### src/design/ffha_pkg.sv
// Shared types, codes and default sizes for the first-fit heap allocator.
// Used by ffha_ctrl, ffha_dp and first_fit_heap_allocator; no dependencies.
`default_nettype none

package ffha_pkg;

   // Default sizes of the heap and its tables.
   localparam int HEAP_BYTES_DEF   = 1048576;
   localparam int HEADER_BYTES_DEF = 16;
   localparam int MAX_FREE_DEF     = 32;
   localparam int MAX_LIVE_DEF     = 64;

   // Field widths.
   localparam int ADDR_W = 20;
   localparam int SIZE_W = 21;
   localparam int STAT_W = 3;
   localparam int CALC_W = 23;

   // Result status codes.
   localparam logic [STAT_W-1:0] ST_OK      = 3'd0;
   localparam logic [STAT_W-1:0] ST_NOSPACE = 3'd1;
   localparam logic [STAT_W-1:0] ST_FULL    = 3'd2;
   localparam logic [STAT_W-1:0] ST_NULL    = 3'd3;
   localparam logic [STAT_W-1:0] ST_UNKNOWN = 3'd4;

   // Request and response payloads.
   typedef struct packed {
      logic              mode;
      logic [SIZE_W-1:0] req_size;
      logic [ADDR_W-1:0] address;
   } req_type;

   typedef struct packed {
      logic [ADDR_W-1:0] grant_address;
      logic [STAT_W-1:0] status;
   } rsp_type;

   // One table entry: start offset and payload length.
   typedef struct packed {
      logic [ADDR_W-1:0] start;
      logic [SIZE_W-1:0] len;
   } entry_type;

   // Controller states.
   typedef enum logic [4:0] {
      S_IDLE,
      S_DISPATCH,
      S_A_SLOT,
      S_A_FRD,
      S_A_FCHK,
      S_A_BRK,
      S_A_SPLIT,
      S_LIVE_WR,
      S_R_CHK,
      S_R_CMP,
      S_I_RD,
      S_I_CHK,
      S_I_DEC,
      S_SH_RD,
      S_SH_WR,
      S_REM_RD,
      S_REM_WR,
      S_I_DONE,
      S_DONE
   } ctrl_state_type;

   // Datapath micro-operations issued by the controller.
   typedef enum logic [4:0] {
      OP_NONE,
      OP_LOAD,
      OP_SLOT_NEXT,
      OP_SLOT_TAKE,
      OP_FRD,
      OP_FIT_TAKE,
      OP_FNEXT,
      OP_REM_RD,
      OP_REM_WR,
      OP_REM_END,
      OP_SPLIT,
      OP_BRK,
      OP_LIVE_WR,
      OP_LRD,
      OP_LNEXT,
      OP_LHIT,
      OP_IPREV,
      OP_IKEY,
      OP_MERGE_BOTH,
      OP_MERGE_FRONT,
      OP_MERGE_BACK,
      OP_SH_START,
      OP_SH_RD,
      OP_SH_WR,
      OP_SH_END,
      OP_REL_OK,
      OP_ST_FULL,
      OP_ST_NOSPACE,
      OP_ST_NULL,
      OP_ST_UNKNOWN,
      OP_PUBLISH
   } dp_op_type;

   // Status flags returned by the datapath.
   typedef struct packed {
      logic mode;
      logic null_addr;
      logic slot_free;
      logic slot_last;
      logic idx_eq_fcnt;
      logic fit;
      logic split;
      logic nospace;
      logic live_end;
      logic live_valid;
      logic live_hit;
      logic rd_lt;
      logic front;
      logic back;
      logic fcnt_full;
      logic rem_done;
      logic sh_done;
      logic out_free;
   } dp_stat_type;

endpackage

`default_nettype wire

### src/design/ffha_ctrl.sv
// Controller state machine of the heap allocator: sequences the datapath.
// Depends on ffha_pkg.
`default_nettype none

module ffha_ctrl (
   input  wire                    clock,
   input  wire                    reset,
   input  wire                    req_valid,
   output logic                   req_stall,
   input  ffha_pkg::dp_stat_type  stat,
   output ffha_pkg::dp_op_type    op
);

   ffha_pkg::ctrl_state_type state_ff, state_in;
   logic ins_ff, ins_in;

   // State and insert-context registers.
   always_ff @(posedge clock) begin
      if (reset) begin
         state_ff <= ffha_pkg::S_IDLE;
         ins_ff   <= 1'b0;
      end else begin
         state_ff <= state_in;
         ins_ff   <= ins_in;
      end
   end

   // The insert context marks a removal that finishes a double merge.
   always_comb begin
      ins_in = ins_ff;
      if (op == ffha_pkg::OP_LOAD) begin
         ins_in = 1'b0;
      end else if (op == ffha_pkg::OP_SPLIT || op == ffha_pkg::OP_LHIT) begin
         ins_in = 1'b1;
      end
   end

   // Next state.
   always_comb begin
      state_in = state_ff;
      case (state_ff)
         ffha_pkg::S_IDLE: begin
            if (req_valid) state_in = ffha_pkg::S_DISPATCH;
         end
         ffha_pkg::S_DISPATCH: begin
            if (!stat.mode) state_in = ffha_pkg::S_A_SLOT;
            else if (stat.null_addr) state_in = ffha_pkg::S_DONE;
            else state_in = ffha_pkg::S_R_CHK;
         end
         ffha_pkg::S_A_SLOT: begin
            if (stat.slot_free) state_in = ffha_pkg::S_A_FRD;
            else if (stat.slot_last) state_in = ffha_pkg::S_DONE;
         end
         ffha_pkg::S_A_FRD: begin
            state_in = stat.idx_eq_fcnt ? ffha_pkg::S_A_BRK : ffha_pkg::S_A_FCHK;
         end
         ffha_pkg::S_A_FCHK: begin
            state_in = stat.fit ? ffha_pkg::S_REM_RD : ffha_pkg::S_A_FRD;
         end
         ffha_pkg::S_A_BRK: begin
            state_in = stat.nospace ? ffha_pkg::S_DONE : ffha_pkg::S_LIVE_WR;
         end
         ffha_pkg::S_REM_RD: begin
            if (stat.rem_done) begin
               state_in = ins_ff ? ffha_pkg::S_I_DONE : ffha_pkg::S_A_SPLIT;
            end else begin
               state_in = ffha_pkg::S_REM_WR;
            end
         end
         ffha_pkg::S_REM_WR: state_in = ffha_pkg::S_REM_RD;
         ffha_pkg::S_A_SPLIT: begin
            state_in = stat.split ? ffha_pkg::S_I_RD : ffha_pkg::S_LIVE_WR;
         end
         ffha_pkg::S_LIVE_WR: state_in = ffha_pkg::S_DONE;
         ffha_pkg::S_R_CHK: begin
            if (stat.live_end) state_in = ffha_pkg::S_DONE;
            else if (stat.live_valid) state_in = ffha_pkg::S_R_CMP;
         end
         ffha_pkg::S_R_CMP: begin
            state_in = stat.live_hit ? ffha_pkg::S_I_RD : ffha_pkg::S_R_CHK;
         end
         ffha_pkg::S_I_RD: begin
            state_in = stat.idx_eq_fcnt ? ffha_pkg::S_I_DEC : ffha_pkg::S_I_CHK;
         end
         ffha_pkg::S_I_CHK: begin
            state_in = stat.rd_lt ? ffha_pkg::S_I_RD : ffha_pkg::S_I_DEC;
         end
         ffha_pkg::S_I_DEC: begin
            if (stat.front && stat.back) state_in = ffha_pkg::S_REM_RD;
            else if (stat.front || stat.back) state_in = ffha_pkg::S_I_DONE;
            else if (stat.fcnt_full) begin
               state_in = stat.mode ? ffha_pkg::S_DONE : ffha_pkg::S_LIVE_WR;
            end else state_in = ffha_pkg::S_SH_RD;
         end
         ffha_pkg::S_SH_RD: begin
            state_in = stat.sh_done ? ffha_pkg::S_I_DONE : ffha_pkg::S_SH_WR;
         end
         ffha_pkg::S_SH_WR: state_in = ffha_pkg::S_SH_RD;
         ffha_pkg::S_I_DONE: begin
            state_in = stat.mode ? ffha_pkg::S_DONE : ffha_pkg::S_LIVE_WR;
         end
         ffha_pkg::S_DONE: begin
            if (stat.out_free) state_in = ffha_pkg::S_IDLE;
         end
         default: state_in = ffha_pkg::S_IDLE;
      endcase
   end

   // Datapath command for the current state.
   always_comb begin
      op = ffha_pkg::OP_NONE;
      case (state_ff)
         ffha_pkg::S_IDLE: begin
            if (req_valid) op = ffha_pkg::OP_LOAD;
         end
         ffha_pkg::S_DISPATCH: begin
            if (stat.mode && stat.null_addr) op = ffha_pkg::OP_ST_NULL;
         end
         ffha_pkg::S_A_SLOT: begin
            if (stat.slot_free) op = ffha_pkg::OP_SLOT_TAKE;
            else if (stat.slot_last) op = ffha_pkg::OP_ST_FULL;
            else op = ffha_pkg::OP_SLOT_NEXT;
         end
         ffha_pkg::S_A_FRD: begin
            if (!stat.idx_eq_fcnt) op = ffha_pkg::OP_FRD;
         end
         ffha_pkg::S_A_FCHK: begin
            op = stat.fit ? ffha_pkg::OP_FIT_TAKE : ffha_pkg::OP_FNEXT;
         end
         ffha_pkg::S_A_BRK: begin
            op = stat.nospace ? ffha_pkg::OP_ST_NOSPACE : ffha_pkg::OP_BRK;
         end
         ffha_pkg::S_REM_RD: begin
            op = stat.rem_done ? ffha_pkg::OP_REM_END : ffha_pkg::OP_REM_RD;
         end
         ffha_pkg::S_REM_WR: op = ffha_pkg::OP_REM_WR;
         ffha_pkg::S_A_SPLIT: begin
            if (stat.split) op = ffha_pkg::OP_SPLIT;
         end
         ffha_pkg::S_LIVE_WR: op = ffha_pkg::OP_LIVE_WR;
         ffha_pkg::S_R_CHK: begin
            if (stat.live_end) op = ffha_pkg::OP_ST_UNKNOWN;
            else if (stat.live_valid) op = ffha_pkg::OP_LRD;
            else op = ffha_pkg::OP_LNEXT;
         end
         ffha_pkg::S_R_CMP: begin
            op = stat.live_hit ? ffha_pkg::OP_LHIT : ffha_pkg::OP_LNEXT;
         end
         ffha_pkg::S_I_RD: begin
            op = stat.idx_eq_fcnt ? ffha_pkg::OP_IKEY : ffha_pkg::OP_FRD;
         end
         ffha_pkg::S_I_CHK: begin
            op = stat.rd_lt ? ffha_pkg::OP_IPREV : ffha_pkg::OP_IKEY;
         end
         ffha_pkg::S_I_DEC: begin
            if (stat.front && stat.back) op = ffha_pkg::OP_MERGE_BOTH;
            else if (stat.front) op = ffha_pkg::OP_MERGE_FRONT;
            else if (stat.back) op = ffha_pkg::OP_MERGE_BACK;
            else if (stat.fcnt_full) begin
               if (stat.mode) op = ffha_pkg::OP_ST_FULL;
            end else op = ffha_pkg::OP_SH_START;
         end
         ffha_pkg::S_SH_RD: begin
            op = stat.sh_done ? ffha_pkg::OP_SH_END : ffha_pkg::OP_SH_RD;
         end
         ffha_pkg::S_SH_WR: op = ffha_pkg::OP_SH_WR;
         ffha_pkg::S_I_DONE: begin
            if (stat.mode) op = ffha_pkg::OP_REL_OK;
         end
         ffha_pkg::S_DONE: begin
            if (stat.out_free) op = ffha_pkg::OP_PUBLISH;
         end
         default: op = ffha_pkg::OP_NONE;
      endcase
   end

   // A new request is taken only between requests.
   assign req_stall = (state_ff != ffha_pkg::S_IDLE);

endmodule

`default_nettype wire

### config.mk
export PLATFORM = sky130hd
export DESIGN_NAME = ffha_ctrl
export DESIGN_NICKNAME = d
export VERILOG_FILES = /design/src/design/ffha_pkg.sv /design/src/design/ffha_ctrl.sv
export SDC_FILE = /design/constraint.sdc
export NUM_CORES = 1
export LEC_CHECK = 0
export ABC_CLOCK_PERIOD_IN_PS = 2400
export BUFFER_PORTS_ARGS = -buffer_cell sky130_fd_sc_hd__buf_4
export CORE_MARGIN = 3
export CORE_UTILIZATION = 55
export DETAILED_ROUTE_END_ITERATION = 8
export GPL_TIMING_DRIVEN = 0
export PLACE_DENSITY = 0.8
export SETUP_SLACK_MARGIN = 0.3
export SLEW_MARGIN = 25
export SYNTH_ARGS = -nofsm -noshare
export SYNTH_HDL_FRONTEND = slang
export SYNTH_SLANG_ARGS = --single-unit
### constraint.sdc
create_clock -name clock -period 2.4 [get_ports clock]
set_clock_uncertainty 0.05 [all_clocks]
set_input_delay 0.12 -clock clock [delete_from_list [all_inputs] [get_ports clock]]
set_output_delay 0.12 -clock clock [all_outputs]
set_load 0.01 [all_outputs]
### Yosys cells after proc, flatten, opt, wreduce, memory -nomap -nowiden

Index checks and enable logic that the tools add are counted.

| storage, ports and cells | value |
|---|---|
| bits in registers | 6 |
| input bits | 21 |
| word-level logic and storage cells | 81 |
| output and inout port bits | 6 |

| cells by class | value |
|---|---|
| muxes and demuxes | 46 |
| equal/unequal tests | 25 |
| reduce and logical (&&, ||, !) cells | 8 |

Operators by type and width:

| operator | number |
|---|---|
| $pmux 5 s19 | 2 |
| $mux 5 | 29 |
| $eq 5x4->1 const B | 10 |
| $eq 5x3->1 const B | 4 |
| $mux 4 | 5 |
| $eq 5x5->1 const B | 3 |
| $eq 5x1->1 const B | 2 |
| $eq 5x2->1 const B | 2 |
| $mux 3 | 3 |
| $mux 2 | 3 |
| $ne 3x3->1 const B | 2 |
| $logic_not 5->1 | 1 |
| $reduce_bool 5->1 | 1 |
| $mux 1 | 4 |
| $ne 2x2->1 const B | 2 |
| $reduce_and 4->1 | 1 |
| $logic_and 1x1->1 | 2 |
| $logic_or 1x1->1 | 2 |
| $reduce_or 2->1 | 1 |

### Logic depth before layout (Yosys ltp)

Gate-level depths: netlist (run 1).

| depth | value |
|---|---|
| depth in word-level cells | 8 |
| mapped depth | 9 |
| gate-level depth less buffers | 6 |

### Least setup slack after synthesis (run 1)

No wires, ideal clock.

| path | value |
|---|---|
| kind | flip-flop to flip-flop |
| start point | register state_ff[1] |
| end point | register ins_ff |
| cell stages (with the launch flop) | 8 |
| buffers on the path | 1 |
| clock period less this slack | 1.724 ns |
| slack | 0.676 ns |
| library setup time | 0.096 ns |
| arrival | 1.579 ns |
| data required time | 2.254 ns |
| path through | dfxtp_1 buf_6 mux2_4 and3_1 a31oi_2 nand4_2 xor2_1 o41ai_2 |

| on the way | value |
|---|---|
| cells in the longest elaborated chain, start to end | 4 |

Ends and longest elaborated chain:

| item | line | RTL |
|---|---|---|
| start: declaration | ffha_ctrl.sv:14 | `ffha_pkg::ctrl_state_type state_ff, state_in;` |
| start signal: assignment | ffha_ctrl.sv:20 | `state_ff <= ffha_pkg::S_IDLE;` |
| start signal: assignment | ffha_ctrl.sv:23 | `state_ff <= state_in;` |
| $eq 5x5->1, or another cell as far along | ffha_ctrl.sv:112 | `case (state_ff)` |
| $pmux 5 s19 (*) | ffha_ctrl.sv:112 |  |
| net op[0] | ffha_ctrl.sv:11 | `output ffha_pkg::dp_op_type op` |
| $eq 5x1->1 or $eq 5x4->1 (tied branches) | ffha_ctrl.sv:31, ffha_ctrl.sv:33 |  |
| $reduce_or 2->1 (no source line) or $logic_or 1x1->1 (tied branches) | - |  |
| end signal: assignment | ffha_ctrl.sv:24 | `ins_ff <= ins_in;` |
| end: declaration | ffha_ctrl.sv:15 | `logic ins_ff, ins_in;` |

The timed path passes the listed nets; every way through them passes the cells marked *.
A chain may end at the register's enable or synchronous reset.

### Final worst setup path (run 1)

| path | value |
|---|---|
| start point | register state_ff[1] |
| end point | output port op[4] |

| on the way | value |
|---|---|
| cells in the longest elaborated chain, start to end | 2 |

Ends and longest elaborated chain:

| item | line |
|---|---|
| $eq 5x5->1, or another cell as far along | ffha_ctrl.sv:112 |
| $pmux 5 s19 (*) | ffha_ctrl.sv:112 |
| end: declaration | ffha_ctrl.sv:11 |

Every way passes the cells marked *; elsewhere a longest branch is shown, timed or not.

==> summary.txt, run 1 <==
Worst setup path
  • Startpoint Class: flip-flop
  • CP arrival: 1.94 ns
  • Crit path max fanout: 10
  • Worst path required time: 2.23 ns
  • Worst reg2reg path startpoint: state_ff[3]
  • R2r setup slk: 0.39 ns
  • Reg2Reg Depth: 8
  • Critical Setup Path Class: flip-flop to output pin
  • CP Capture Type: output pin
  • Crit Reg-Reg Endpoint: state_ff[0]

STA
  • Setup tns final: 0 ns
  • Worst slew pin tran: 0.5463 ns
  • Worst hold slack: 0.02173 ns
  • # setup viols final: 0
  • Hold Vio Cnt, Final: 0
  • RSZ-0062 raised after global routing: true
  • Max_slew headroom: 63.50%
  • Min Clock Period, post-route: 2.115 ns
  • Fin crit share: 88.12%
  • Max-slew violations: 0
  • FMAX: 0.4728 GHz

Power and ir drop
  • Clock network power share: 5.9%
  • Sw power: 1.048 mW
  • PD cells: 1131 nW/um2
  • Combinational share of power: 85.3%
  • Pleak: 0.7060 nW
  • Peak supply drop: 1.025 mV
  • Switching Share: 55.46%
  • Total chip power: 1.889 mW
  • Pint: 0.8413 mW
  • Seq pwr share: 8.8%

Clock network
  • Clk buf depth: 2
  • H-tree levels: 1
  • Clk_lat worst skew: 0.27 ns
  • CTS tree: done
  • Clk sinks: 6
  • Postcts setup bufs: 0
  • CTS Buf Count: 3
  • Root Driver: clkbuf_4
  • Reg clk slew, reported paths: 0.07 ns
  • Hold buffer count at cts: 0

Logic synthesis
  • #FFs+latches synth: 6
  • Async S/R FF share, synth: 0%
  • Main combinational cell family by area after synthesis: simple AND/OR/NAND/NOR gates
  • Mean post-synth cell area: 6.964 um2
  • Xor/xnor share of the synthesized area: 1.270%
  • Synth top area share: 8.711%
  • Ys flop type: dfxtp_1
  • Synth warnings: 0
  • Netlist Area Pre-Place: 1379 um2
  • Top cells by area, synth: dfxtp_1 (8.7%), buf_6 (5.7%), a21oi_1 (5.1%), nor2b_1 (4.5%), nand2_1 (4.1%)
  • Post-Synthesis Cells: 198
  • Synth cell types: 57
  • Adder-Cell Fraction of Synth Area: 0%
  • Most frequent cells after synthesis: nand2_1 (15), nor2_1 (15), a21oi_1 (14)
  • Post-synthesis compound-gate area fraction: 32.58%
  • Mux contribution to synthesized area: 2.541%
  • Simple-gate share of the synthesized area: 42.20%
  • Largest area contributor in the netlist: dfxtp_1
  • Syn nets: 219
  • Seq/Total Area, Yosys: 8.711%
  • Number of flops mapped to enable cells by yosys: 0

Floorplanning
  • Total I/O pin count: 27
  • Die height: 56.07 um
  • Initial Util: 60.02%
  • Core ar.: 2297 um2
  • Die width: 56.07 um
  • Die footprint: 3144 um2
  • Row count: 17

Cells and area
  • Antenna diode count: 0
  • Share of layout cells above drive strength 1: 29.52%
  • Nets: 250
  • Fillers: 185
  • Fin util: 72.71%
  • Synthesis-to-layout area growth: 21.14%

Global route
  • Grt total ovfl: 0
  • Number of antenna violations at the first check in global routing: 0
  • Vias in the first global route: 1,751
  • Total track usage: 34.04%
  • Largest net degree at the start of global routing: 11
  • First-pass GRT wire length: 8480 um

Drt
  • Routed Antenna Nets: 0
  • Vias per cell: 7.522
  • Routed Wire Length: 5435 um
  • DR iter-0 viols: 236
  • WL/cell: 21.31 um
  • DRC viols: 0
  • Vias: 1,918
  • Drt pass-1 iters: 7

Outcome
  • Status: complete, no violations

Placed design
  • Input/output buffers: 26
  • Post-DP HPWL: 3863 um
  • Final Wtd Congestion: 1.027

Hold path
  • Hold WC Path Type: input pin to flip-flop
  • Worst Hold Depth: 2
  • Hold Path Origin: reset
  • Min-Delay Endpoint: state_ff[4]

Run
  • Number of maximum-capacitance violations: 0
[metrics by stage]
step           area, um2  std cells  setup slack, ns
5_1_grt             1670        255           0.2411
2_1_floorplan       1379        198           0.6756
3_3_place_gp        1609        252           0.4058
3_5_place_dp        1609        252           0.4045
6_report            1670        255           0.2851
4_1_cts             1634        255           0.3123
[kinds of logic after synthesis]
kind of cell	count (synthesis)
AND/OR/NAND/NOR	96
flip-flops	6
XOR/XNOR	2
buffers and inverters	27
AO/OA/AOI/OAI	64
multiplexers	3
[cells in the final DEF, fill, tap and decap left out, types with 3 or more instances in the layout]
cell type / n
buf_4: 30
nand2_1: 15
nor2_1: 14
a21oi_1: 13
inv_1: 10
nor2b_1: 9
o21ai_0: 9
a31oi_1: 8
buf_6: 7
nand2b_1: 7
o211ai_1: 6
nor3b_1: 6
nand3_1: 6
buf_2: 5
or3_1: 5
dfxtp_1: 5
nor3_2: 4
nor3_1: 4
nand4_1: 4
o211a_1: 3
a2bb2oi_1: 3
a32oi_1: 3
nor4_1: 3
clkbuf_4: 3
[flip-flops by register name (all words and copies together) (netlist names)]
register  count
ins_ff        1
state_ff      5
[worst max path at each step]
stage | start | endpoint | slack, ns | depth (start not counted)
global route | state_ff[0] | op[1] | 0.24 | 8
global placement | state_ff[1] | state_ff[0] | 0.41 | 6
detailed placement | state_ff[4] | state_ff[0] | 0.40 | 7
floorplan | state_ff[1] | ins_ff | 0.68 | 7
finish | state_ff[1] | op[4] | 0.29 | 6
CTS | state_ff[3] | op[4] | 0.31 | 6
[cell type report]
type | instances | area, um2 | area share, %
buffer | 17 | 138.9 | 8.315
clock buffer | 3 | 22.52 | 1.348
inverter | 10 | 37.54 | 2.247
multi-input combinational | 165 | 1120 | 67.04
sequential | 6 | 121.4 | 7.266
tap | 28 | 35.03 | 2.097
timing repair buffer | 26 | 195.2 | 11.69
[worst max-delay path: stages (launching register included)]
cell	delay, ns
dfxtp_1	0.38
buf_6	0.17
nor2b_1	0.47
and4b_1	0.30
nor3_2	0.07
nand4_1	0.13
buf_4	0.14
[power by group through the flow]
| stage | sequential [mW] | clock (mW) | combinational, mW |
|---|---|---|---|
| floorplan | 0.155 | 0 | 1.05 |
| global placement | 0.159 | 0 | 1.48 |
| detailed placement | 0.163 | 0 | 1.49 |
| CTS | 0.161 | 0.105 | 1.50 |
| global route | 0.168 | 0.114 | 1.70 |
| finish | 0.166 | 0.111 | 1.61 |
[layer usage]
| layer | GRT usage [%] | part of all wire [%] |
|---|---|---|
| met5 | 0 | 0 |
| met4 | 16.61 | 7.1 |
| met3 | 8.585 | 15 |
| met2 | 51.92 | 43 |
| met1 | 44.09 | 34 |
[repair_timing]
action / 4_1_cts / 5_1_grt
cloned: 0 / 0
endpoints found under the setup margin: 1 / 6
resized for setup: 1 / 11
Power figures use the tool's default switching activity.
==> run 2, diff against run 1 <==
--- a/config.mk
+++ b/config.mk
@@ -12,6 +12,7 @@
 export DETAILED_ROUTE_END_ITERATION = 8
 export GPL_TIMING_DRIVEN = 0
 export PLACE_DENSITY = 0.8
+export RECOVER_POWER = 50
 export SETUP_SLACK_MARGIN = 0.3
 export SLEW_MARGIN = 25
 export SYNTH_ARGS = -nofsm -noshare
==> run 2 against run 1 <==
  * Die area unchanged
  * First-iteration DRC count increased by 6.4%
  * Clock-buffer cell count unchanged
  * Highest routed layer unchanged
==> summary.txt, run 2 (synthesis results as in run 1) <==
Drt
  • DR WL met2: 2378 um
  • Routed Wire Length: 5451 um
  • DRC viols: 0
  • Vias: 1,876
  • DR iter-0 viols: 251
  • Routed Antenna Nets: 0
  • M1 wire length: 1986 um
  • Detail Route met3 WL: 776 um
  • Max layer used: met4
  • WL/cell: 21.38 um
  • Vias per cell: 7.357
  • Drt pass-1 iters: 7

Outcome
  • Status: complete, no violations

STA
  • Setup tns final: 0 ns
  • RSZ-0062 raised after global routing: true
  • # setup viols final: 0
  • FMAX: 0.4635 GHz
  • Worst slew pin tran: 0.5537 ns
  • Fin crit share: 89.90%
  • Max-slew violations: 0
  • Max_slew headroom: 63.01%
  • Min Clock Period, post-route: 2.158 ns
  • Hold Vio Cnt, Final: 0

Worst setup path
  • Worst reg2reg path startpoint: state_ff[1]
  • R2r setup slk: 0.24 ns
  • Worst path required time: 2.51 ns
  • Startpoint Class: flip-flop
  • CP Capture Type: flip-flop
  • CP arrival: 2.27 ns
  • Crit path max fanout: 10
  • Crit Reg-Reg Endpoint: state_ff[1]
  • Reg2Reg Depth: 8
  • Critical Setup Path Class: flip-flop to flip-flop
  • Crit. Startpoint: state_ff[1]

Placed design
  • Final Wtd Congestion: 1.027
  • Post-DP HPWL: 3863 um
  • Input/output buffers: 26

Clock network
  • CTS Buf Count: 3
  • Reg clk slew, reported paths: 0.07 ns
  • CTS tree: done
  • Root Driver: clkbuf_4
  • Hold buffer count at cts: 0
  • Clk_lat worst skew: 0.27 ns
  • H-tree levels: 1
  • Clk sinks: 6
  • Postcts setup bufs: 0
  • Clk buf depth: 2

Floorplanning
  • Die height: 56.07 um
  • Initial Util: 60.02%
  • Row count: 17
  • Die footprint: 3144 um2
  • Total I/O pin count: 27
  • Core ar.: 2297 um2
  • Die width: 56.07 um

Global route
  • Number of antenna violations at the first check in global routing: 0
  • Largest net degree at the start of global routing: 11
  • Grt total ovfl: 0
  • First-pass GRT wire length: 8480 um
  • Vias in the first global route: 1,751
  • Total track usage: 34.04%

Cells and area
  • Max reg flops: 5
  • Fillers: 189
  • Largest regs: state_ff (5), ins_ff (1)
  • Synthesis-to-layout area growth: 19.78%
  • Share of layout cells above drive strength 1: 28.63%
  • Most common cell after layout, fill and taps aside: buf_4
  • Nets: 250
  • Antenna diode count: 0
  • Fin util: 71.90%
  • Most flops, register: state_ff
  • Most frequent cells in the layout: buf_4 (30), nand2_1 (15), nor2_1 (14)

Power and ir drop
  • Pleak: 0.7031 nW
  • Total chip power: 1.858 mW
  • Peak supply drop: 1.002 mV
  • PD cells: 1125 nW/um2

Hold path
  • Hold WC Path Type: input pin to flip-flop
  • Worst Hold Depth: 2
  • Hold Path Origin: reset
  • Min-Delay Endpoint: state_ff[4]

Run
  • Number of maximum-capacitance violations: 0
[run 2: changes by cell type in the layout (fill, tap and decap cells not counted)]
cell / previous run / this run
nand4_1: 4 / 5
nand4_2: 2 / 1
a221oi_2: 1 / 0
clkbuf_2: 1 / 2
a221oi_1: 0 / 1
buf_6: 7 / 6
[run 2: through the flow]
step	worst slack [ns]	std cells	hold WS (ns)	instance area, um2
after floorplan	0.6756	198	0.1391	1379
final	0.2424	255	0.02782	1652
after CTS	0.3123	255	0.02612	1634
after global placement	0.4058	252	0.2934	1609
after detailed placement	0.4045	252	0.2967	1609
after global routing	0.1794	255	0.02448	1652
[run 2: timing repair]
| action | 4_1_cts | 5_1_grt |
|---|---|---|
| resized for setup | 1 | 11 |
| pin swaps | 0 | 0 |
| endpoints found under the setup margin | 1 | 6 |
[run 2: worst max-delay path, stage by stage, from the launching register on]
cell       delay, ns
dfxtp_1         0.38
buf_6           0.16
clkbuf_2        0.28
buf_6           0.19
buf_2           0.24
a2bb2oi_1       0.36
nand4b_1        0.15
mux2i_1         0.16
nor2_1          0.07
[run 2: how the worst max path moves through the flow]
stage / endpoint
CTS: op[4]
floorplan: ins_ff
global route: state_ff[0]
global placement: state_ff[0]
finish: state_ff[1]
detailed placement: state_ff[0]
[run 2: layout make-up]
cell class                      count  area, um2  area share (%)
Buffer                             17      132.6           8.030
Multi-Input combinational cell    165       1107           67.05
Tap cell                           28      35.03           2.121
Inverter                           10      37.54           2.273
Timing Repair Buffer               26      195.2           11.82
Clock buffer                        3      22.52           1.364
Sequential cell                     6      121.4           7.348
[run 2: metal layers]
metal  track usage, %  vias to the layer above
met5                0                        -
met4            16.61                        0
met3            8.585                       41
met2            51.92                      205
met1            44.09                      822
li1                 -                      808
[run 2: report_power, final]
group	switching [mW]	internal, mW	leakage (nW)
logic	0.947	0.635	0.640
clock network	0.0527	0.0575	0.0138
registers	0.0343	0.131	0.0494
total	1.03	0.824	0.703
